==> src/rtl/sat_pkg.sv <==
// Shared types and constants for the summed-area table block.
// Used by sat_alu and summed_area_table_rect_sum; depends on nothing.
`default_nettype none

package sat_pkg;

  // Fixed field widths
  localparam int SUM_W   = 28;
  localparam int COORD_W = 6;
  localparam int CFG_W   = 7;
  localparam int CFG_IDX_W = 1;

  // Configuration register indexes
  localparam logic [CFG_IDX_W-1:0] REG_ROW_COUNT    = 1'b0;
  localparam logic [CFG_IDX_W-1:0] REG_COLUMN_COUNT = 1'b1;

  // Control of the shared accumulate unit
  typedef struct packed {
    logic init;    // load init_value into the accumulator
    logic add_en;  // add or subtract the operand this cycle
    logic sub;     // subtract rather than add
  } alu_ctl_t;

endpackage

`default_nettype wire

==> src/rtl/sat_alu.sv <==
// Shared add/subtract accumulator for table entries and rectangle sums.
// Depends on sat_pkg.
`default_nettype none

module sat_alu (
  input  wire logic                            clk,
  input  wire sat_pkg::alu_ctl_t               ctl,
  input  wire logic signed [sat_pkg::SUM_W-1:0] init_value,
  input  wire logic signed [sat_pkg::SUM_W-1:0] operand,
  output logic signed [sat_pkg::SUM_W-1:0]      acc
);
  import sat_pkg::*;

  logic signed [SUM_W-1:0] acc_next;

  // One add/subtract per cycle, wrapping at the sum width
  always_comb begin
    acc_next = acc;
    if (ctl.init) begin
      acc_next = init_value;
    end else if (ctl.add_en) begin
      acc_next = ctl.sub ? (acc - operand) : (acc + operand);
    end
  end

  always_ff @(posedge clk) begin
    acc <= acc_next;
  end

endmodule

`default_nettype wire

==> config.mk <==
export PLATFORM = sky130hd
export DESIGN_NAME = sat_alu
export DESIGN_NICKNAME = d
export VERILOG_FILES = /design/src/rtl/sat_pkg.sv /design/src/rtl/sat_alu.sv
export SDC_FILE = /design/constraint.sdc
export NUM_CORES = 1
export LEC_CHECK = 0
export BUFFER_PORTS_ARGS = -buffer_cell sky130_fd_sc_hd__buf_2
export CORE_MARGIN = 2
export CORE_UTILIZATION = 50
export DETAILED_ROUTE_END_ITERATION = 10
export PLACE_DENSITY = 0.76
export SYNTH_ARGS = -nofsm -noshare
export SYNTH_HDL_FRONTEND = slang
export SYNTH_SLANG_ARGS = --single-unit
==> constraint.sdc <==
create_clock -name clk -period 4.6 [get_ports clk]
set_input_delay 0.92 -clock clk [delete_from_list [all_inputs] [get_ports clk]]
set_output_delay 0.92 -clock clk [all_outputs]
set_load 0.1 [all_outputs]
* After elaboration in Yosys (flattened, before gate mapping)
Index checks and enable logic that the tools add are counted.
** Storage, ports and cells
- Bits in registers :: 28
- Bits of input ports :: 60
** Operators by class
- Add/sub/neg operators :: 2
- Muxes and demuxes :: 3
- Reductions and logical operators :: 1
** Operators by type and width (number)
- two-way mux 28 bit :: 3
- adder 28 bit :: 1
- subtractor 28 bit :: 1
- nonzero test 2 bit :: 1

* Logic depth before layout (Yosys ltp)
Gate-level depths: netlist (run 1).
- Depth in word-level cells :: 4
- Gate-level depth with buffers :: 15
- Gate-level depth less buffers :: 14

* Least setup slack after synthesis (run 1)
Ideal clock, no wire load.
- Kind :: input -> register
- Start point :: in operand[6] (netlist bit)
- End point :: reg acc[25] (netlist bit) (data pin)
- Setup time :: 0.269 ns
- Arrival time :: 3.975 ns
- Required time :: 4.331 ns
- Setup slack :: 0.357 ns
- Stages :: 14
- Cell sequence :: or4_4 > or3_1 > a21oi_1 > o21ai_0 > xnor2_1 > ha_1 > clkbuf_1 > a21o_1 > a21o_1 > a211o_1 > a32o_1 > a21oi_1 > mux2i_1 > a311oi_1
** Between the ends
- Cells in the longest elaborated chain, start to end :: 4
- Elaborated cells on any way between the ends :: 5
** Ends and longest elaborated chain
- from (decl) :: line sat_alu.sv:9 : input wire logic signed [sat_pkg::SUM_W-1:0] operand,
- adder 28 bit / subtractor 28 bit (equally long branches) :: line sat_alu.sv:22 : acc_next = ctl.sub ? (acc - operand) : (acc + operand);
- two-way mux 28 bit (*) :: line sat_alu.sv:22
- two-way mux 28 bit (*) :: line sat_alu.sv:21 : end else if (ctl.add_en) begin
- two-way mux 28 bit (*) :: line sat_alu.sv:19 : if (ctl.init) begin
- via acc_next[25] :: line sat_alu.sv:14 : logic signed [SUM_W-1:0] acc_next;
- to (signal assigned) :: line sat_alu.sv:27 : acc <= acc_next;
- to (decl) :: line sat_alu.sv:10 : output logic signed [sat_pkg::SUM_W-1:0] acc
The timed path passes the listed nets; every way through them passes the cells marked *. The select of a mux whose other input is x is not followed.
A chain may end at the register's enable or synchronous reset.

* Worst setup path in the final report (run 1)
- Start point :: in operand[6] (netlist bit)
- End point :: reg acc[24] (netlist bit) (data pin)
Same word-level chain as after synthesis.

==> out/summary.txt, run 1 <==
outcome = finished clean
HP Start = acc[0]$_DFFE_PP_
critical path class = in -> reg
worst vdd ir = 0.446 mV
P_leak = 1.74 nW
r2r setup slk = 1.80 ns
post-synthesis cell count = 398
Initial DRT Pass Iterations = 6
Worst Path Required = 4.65 ns
average size of a mapped cell = 8.27 sq um
H-tree Lvls = 1
largest net degree at the start of global routing = 29
I/O pins = 88
Nets = 580
top cell type's share of synthesized area = 0.255
critical path data arrival time = 4.42 ns
share of layout cells above drive strength 1 = 0.245
Max Clk Rate = 229 MHz
synthesized flop and latch total = 28
Startpoint Class = input pin
Sequential Power Share = 0.178
Clock Sinks = 28
# rows = 29
min Tclk post-route = 4.37 ns
CTS Buf Count = 3
Largest regs = acc x28
synth unique cells = 57
Die Span Y = 85.1 um
Comb pwr share = 0.763
top-count cell post-synth = nand2_1
die area = 7250 sq um
Slew Limit Fails = 0
number of synthesized flops with an enable pin = 28
Setup Buffers After CTS = 0
Hold EP = acc[0]$_DFFE_PP_
DR WL/cell = 16.3 um
Hold Buf Count CTS = 0
Worst Hold Depth = 3
setup violators final = 0
max_slew headroom = 0.484
# DRC = 0
Core Footprint = 6350 sq um
diode count = 0
Psw = 1.49 mW
Worst Path Max Fanout = 5
Final period util = 0.950
CTS tree = done
worst slack at placement = 0.0359 ns
clk_skew = 0.00280 ns
Yosys warning total = 0
FF-to-FF End = acc[24]$_DFFE_PP_
cells along the critical path = buf_2 -> or4_4 -> or3_1 -> a21oi_1 -> o21ai_0 -> xnor2_1 -> ha_1 -> nand3_1 -> nor2_1 -> and2_1 -> a21oi_1 -> buf_4 -> o41ai_1 -> xnor2_1 -> o21ai_1
Max Cap Viol = 0
Clock Power Share = 0.059
first-pass GRT wire length = 15.0 mm
initial antenna violation count = 0
synth top area cells = edfxtp_1, ha_1, xnor2_1
hpwl dp = 7.25 mm
synthesized cell area = 3290 sq um
GP Congestion = 0.923
worst skew pair latency = 0.29 ns
Port Buf Inserts = 87
final setup TNS = 0 ns
ys async rst share = 0
Post-CTS Resized = 0
die span in x = 85.1 um
most flop-heavy register = acc
Via density = 5.95
Via Count = 3,371
RSZ-0062 raised after global routing = false
syn nets = 487
area grow syn2layout = 19.1%
Initial Util = 0.518
Slowest cell on crit path = or4_4
Min-Delay Path Class = reg -> reg
Worst-path clk slew = 0.11 ns
Synth area leader = edfxtp_1
GRT Overall Usage = 0.258
DR iter-0 viols = 233
post-synthesis sequential area ratio = 0.255
Crit. End Element = register
Worst Tran Pin Value = 0.775 ns
max reg flops = 28
WL final = 9.23 mm
PD cells = 655 nW/um^2
vias in the first global route = 3,140
internal power = 1.08 mW
clock tree buffer depth = 2
top post-synthesis cells by count = nand2_1, xnor2_1, o21ai_0
reg2reg path depth = 11
worst stage delay on the critical path = 0.57 ns
top_reg_cell synth = edfxtp_1
layout filler cell count = 558
switching part of the total = 0.581
Hold Fails Final Rpt = 0
number of nets with antenna violations after routing = 0
r2r startpoint = acc[0]$_DFFE_PP_
Final Worst Setup Slack = 0.231 ns
clk root buf = clkbuf_8
gr ovfl total = 0
[cells by family (layout without fill, tap and decap cells)]
group	after synthesis	after routing	synth area share
AOI/OAI and AO/OA	126	126	0.241
xor gates and xnor gates	48	48	0.130
adders and majority gates	29	29	0.113
buffers and inverters	25	117	0.0308
DFF	28	28	0.255
muxes	5	5	0.0163
and+or+nand+nor	137	137	0.214
[power groups by stage]
stage / registers [mW] / logic, mW / clock network [mW]
2_1_floorplan: 1.09 / 0.893 / 0
3_3_place_gp: 0.462 / 1.93 / 0
3_5_place_dp: 0.465 / 1.93 / 0
4_1_cts: 0.460 / 1.94 / 0.154
5_1_grt: 0.467 / 2.10 / 0.158
6_report: 0.457 / 1.96 / 0.151
[routing by layer]
metal / vias up / GRT usage / part of all wire
met5: - / 0 / 0
met3: 17 / 0.0263 / 0.073
met1: 1544 / 0.380 / 0.48
li1: 1667 / - / -
met4: 0 / 0.0649 / 0.018
met2: 143 / 0.406 / 0.43
[layout by cell type, fill, tap and decap left out, types with 3 or more instances in the layout]
master     n
a211oi_1   4
a21o_1    14
a21oi_1   30
a31oi_1    3
and2_1     5
and4_1     3
buf_2     87
buf_4     15
clkbuf_8   3
edfxtp_1  28
ha_1      28
inv_1     10
mux2_2     3
nand2_1   46
nand2b_1   4
nand3_1    5
nand4_1    7
nor2_1    34
nor2b_1    3
nor3_1     8
nor4_1     6
o21a_1     6
o21ai_0   35
o21ai_1    5
o21bai_1   4
o41ai_1    3
or2_2      3
xnor2_1   37
xor2_1    10
[worst max-delay path, delay by kind of cell]
| family | cells | cell delay [ns] |
|---|---|---|
| and+or+nand+nor | 5 | 1.36 |
| AOI/OAI and AO/OA | 5 | 1.14 |
| adders and majority gates | 1 | 0.35 |
| xor gates and xnor gates | 2 | 0.33 |
| buffers and inverters | 2 | 0.32 |
[layout make-up]
| type | count | area [sq um] | share of cell area |
|---|---|---|---|
| Clock buffer | 3 | 41.3 | 0.0105 |
| Sequential cell | 28 | 841 | 0.214 |
| Inverter | 11 | 41.3 | 0.0105 |
| Clock inverter | 1 | 3.75 | 0.000957 |
| Multi-Input combinational cell | 345 | 2350 | 0.599 |
| Timing Repair Buffer | 102 | 548 | 0.140 |
| Tap cell | 77 | 96.3 | 0.0246 |
[per-stage QoR]
step | std cells | power [mW] | hold slack [ns] | cell area, sq um | utilization
2_1_floorplan | 398 | 1.98 | 1.10 | 3290 | -
3_3_place_gp | 563 | 2.39 | 0.798 | 3880 | 0.610
3_5_place_dp | 563 | 2.40 | 0.808 | 3880 | 0.610
4_1_cts | 567 | 2.56 | 0.832 | 3920 | 0.618
5_1_grt | 567 | 2.73 | 0.895 | 3920 | 0.618
6_report | 567 | 2.57 | 0.820 | 3920 | 0.618
[worst max path at each step]
stage | startpoint | end | slack, ns | depth (start not counted)
floorplan | operand[6] | acc[25]$_DFFE_PP_ | 0.36 | 14
global placement | operand[6] | acc[26]$_DFFE_PP_ | 0.1 | 15
detailed placement | operand[6] | acc[27]$_DFFE_PP_ | 0.04 | 15
CTS | operand[6] | acc[24]$_DFFE_PP_ | 0.30 | 15
global route | operand[6] | acc[26]$_DFFE_PP_ | 0.09 | 15
finish | operand[6] | acc[24]$_DFFE_PP_ | 0.23 | 15
Power figures use the tool's default switching activity.
==> inputs of run 2 (changes only) <==
ABC_AREA = 1   (was not set)
PLACE_DENSITY = 0.75   (was 0.76)
==> out/summary.txt, run 2 <==
Setup Buffers After CTS = 0 (unchanged)
Hold Fails Final Rpt = 0 (unchanged)
synthesized flop and latch total = 28 (unchanged)
I/O pins = 88 (unchanged)
critical path class = in -> reg
most frequent cells in the layout = nand2_1, inv_1, buf_2
post-synthesis cell count = 643 (+62%)
average size of a mapped cell = 5.98 sq um (-28%)
Nets = 816 (+41%)
WL final = 12.2 mm (+33%)
P_leak = 2.43 nW (+40%)
Worst Path Required = 4.65 ns (about the same)
syn nets = 732 (+50%)
top post-synthesis cells by count = nand2_1, inv_1, nor2_1
area grow syn2layout = 14.8%
Via Count = 4,398 (+30%)
synthesized cell area = 3840 sq um (+17%)
Largest regs = acc x28
r2r startpoint = acc[0]$_DFFE_PP_
# DRC = 0 (unchanged)
largest family of logic cells by synthesized area = simple AND/OR/NAND/NOR gates
DR WL/cell = 14.8 um (-8.8%)
mux cell area share after synthesis = 0 (-0.0163)
Max Cap Viol = 0 (unchanged)
hold slack = 0.810 ns (-0.00952 ns)
Crit. End Element = register
final setup TNS = 0 ns (unchanged)
worst vdd ir = 0.285 mV (-36%)
max_slew headroom = 0.486 (+0.00237)
share of layout cells above drive strength 1 = 0.145 (-0.100)
worst slack at placement = 0.659 ns (+0.623 ns)
synthesized-area fraction occupied by adder cells = 0.0964 (-0.0162)
synth unique cells = 31 (-46%)
clk root buf = clkbuf_8
Slowest cell on crit path = ha_1
number of synthesized flops with an enable pin = 28 (unchanged)
Initial Util = 0.524 (+0.00590)
complex-gate fraction of the synthesized area = 0.0856 (-0.155)
Die Span Y = 91.7 um (+7.7%)
most frequent CP cell = nand2_1
Post-CTS Resized = 0 (unchanged)
Power, Total = 2.03 mW (-21%)
placed cells = 821 (+46%)
ys async rst share = 0 (unchanged)
number of nets with antenna violations after routing = 0 (unchanged)
max reg flops = 28 (unchanged)
Worst Tran Pin Value = 0.770 ns (-0.00440 ns)
gr ovfl total = 0 (unchanged)
CTS tree = done
top_reg_cell synth = edfxtp_1
RSZ-0062 raised after global routing = false
critical path data arrival time = 3.75 ns (-0.67 ns)
GRT Overall Usage = 0.295 (+0.0369)
initial antenna violation count = 0 (unchanged)
non-filler cells, final = 825 (+46%)
Clock Sinks = 28 (unchanged)
outcome = finished clean
xor/xnor share of the synthesized area = 0.0706 (-0.0594)
GP Congestion = 0.967 (+4.7%)
Hold Buf Count CTS = 0 (unchanged)
Initial DRT Pass Iterations = 5 (-1)
clock tree buffer depth = 2 (unchanged)
r2r setup slk = 2.08 ns (+0.28 ns)
Levels on crit path = 19 (+4)
setup violators final = 0 (unchanged)
Worst Path Max Fanout = 6 (+1)
post-synthesis sequential area ratio = 0.219 (-0.0367)
Min-Delay Path Class = reg -> reg
worst skew pair latency = 0.28 ns (about the same)
Core Footprint = 7330 sq um (+15%)
largest net degree at the start of global routing = 39 (+34%)
die span in x = 91.7 um (+7.7%)
worst stage delay on the critical path = 0.39 ns (-0.18 ns)
# rows = 31 (+6.9%)
DR iter-0 viols = 232 (-0.43%)
Slew Limit Fails = 0 (unchanged)
Worst-path clk slew = 0.11 ns (about the same)
commonest non-fill, non-tap cell in the layout = nand2_1
PD cells = 460 nW/um^2 (-30%)
min Tclk post-route = 3.70 ns (-0.669 ns)
Yosys warning total = 0 (unchanged)
Worst Setup EP = acc[18]$_DFFE_PP_
Port Buf Inserts = 87 (unchanged)
Top Family by Delay on Critical Path = simple AND/OR/NAND/NOR gates
synth top area cells = nand2_1, edfxtp_1, inv_1
most flop-heavy register = acc
Final Worst Setup Slack = 0.899 ns (+0.669 ns)
layout filler cell count = 736 (+32%)
Synth Area in Simple Gates = 0.425 (+0.210)
first-pass GRT wire length = 20.0 mm (+33%)
Via density = 5.33 (-10%)
top cell type's share of synthesized area = 0.236 (-0.0191)
vias in the first global route = 4,281 (+36%)
die area = 8400 sq um (+16%)
Final period util = 0.804 (-0.145)
CTS Buf Count = 3 (unchanged)
crit path buf inv count = 4 (+2)
crit path from = operand[1]
cells along the critical path = buf_2 -> inv_1 -> ha_1 -> nand3_2 -> o21ai_2 -> inv_2 -> a21oi_1 -> o21ai_0 -> xnor2_1 -> ha_1 -> nand2_1 -> nor2_1 -> inv_1 -> nor2_1 -> nand4_1 -> nand3_1 -> nand2_1 -> nand3_1 -> nand2_1
diode count = 0 (unchanged)
clk_skew = 0.00567 ns (+0.00287 ns)
H-tree Lvls = 1 (unchanged)
Synth area leader = nand2_1
top-count cell post-synth = nand2_1
Max Clk Rate = 270 MHz (+18%)
Startpoint Class = input pin
hpwl dp = 10.0 mm (+38%)
reg2reg path depth = 13 (+2)
FF-to-FF End = acc[24]$_DFFE_PP_
run 2: cell families after synthesis:
kind of cell	Yosys count
adder cells (fa/ha/maj)	29
XOR/XNOR	31
flip-flops	28
AND/OR/NAND/NOR	391
buffers and inverters	105
AO/OA/AOI/OAI	59
run 2: report_power, final:
group | leakage (nW) | internal (mW) | switching, mW
Combinational | 2.12 | 0.380 | 1.10
Clock | 0.0231 | 0.0603 | 0.0887
Sequential | 0.289 | 0.364 | 0.0413
run 2: cell type report:
type,instances,area (sq um),share of cell area
Clock buffer,3,41.3,0.00936
Tap cell,99,124,0.0281
Inverter,97,364,0.0825
Sequential cell,28,841,0.191
Clock inverter,1,3.75,0.000851
Multi-Input combinational cell,510,2600,0.590
Timing Repair Buffer,87,435,0.0987
run 2: worst min-delay path by stage:
stage / startpoint / to / slack, ns / cells after the start
finish: acc[0]$_DFFE_PP_ / acc[0]$_DFFE_PP_ / 0.81 / 3
global route: acc[0]$_DFFE_PP_ / acc[0]$_DFFE_PP_ / 0.89 / 3
CTS: acc[0]$_DFFE_PP_ / acc[0]$_DFFE_PP_ / 0.81 / 3
detailed placement: acc[0]$_DFFE_PP_ / acc[0]$_DFFE_PP_ / 0.80 / 3
global placement: acc[0]$_DFFE_PP_ / acc[0]$_DFFE_PP_ / 0.79 / 3
floorplan: init_value[26] / acc[26]$_DFFE_PP_ / 1.10 / 2
run 2: per-layer routing:
metal	global-route usage	up-vias	part of all wire
met5	0	-	0
met4	0.0960	0	0.021
met3	0.0263	22	0.063
met2	0.485	186	0.45
met1	0.408	1977	0.47
li1	-	2213	-
run 2: worst min-delay path: cells and delay by family, from the launching register on:
family	cells	cell delay [ns]
AOI/OAI and AO/OA	1	0.08
DFF	1	0.39
adders and majority gates	1	0.12
buffers and inverters	1	0.07
run 2: stage by stage:
stage	area, sq um	utilization
after floorplan	3840	-
after global placement	4370	0.596
after detailed placement	4370	0.596
after CTS	4410	0.602
after global routing	4410	0.602
final	4410	0.602
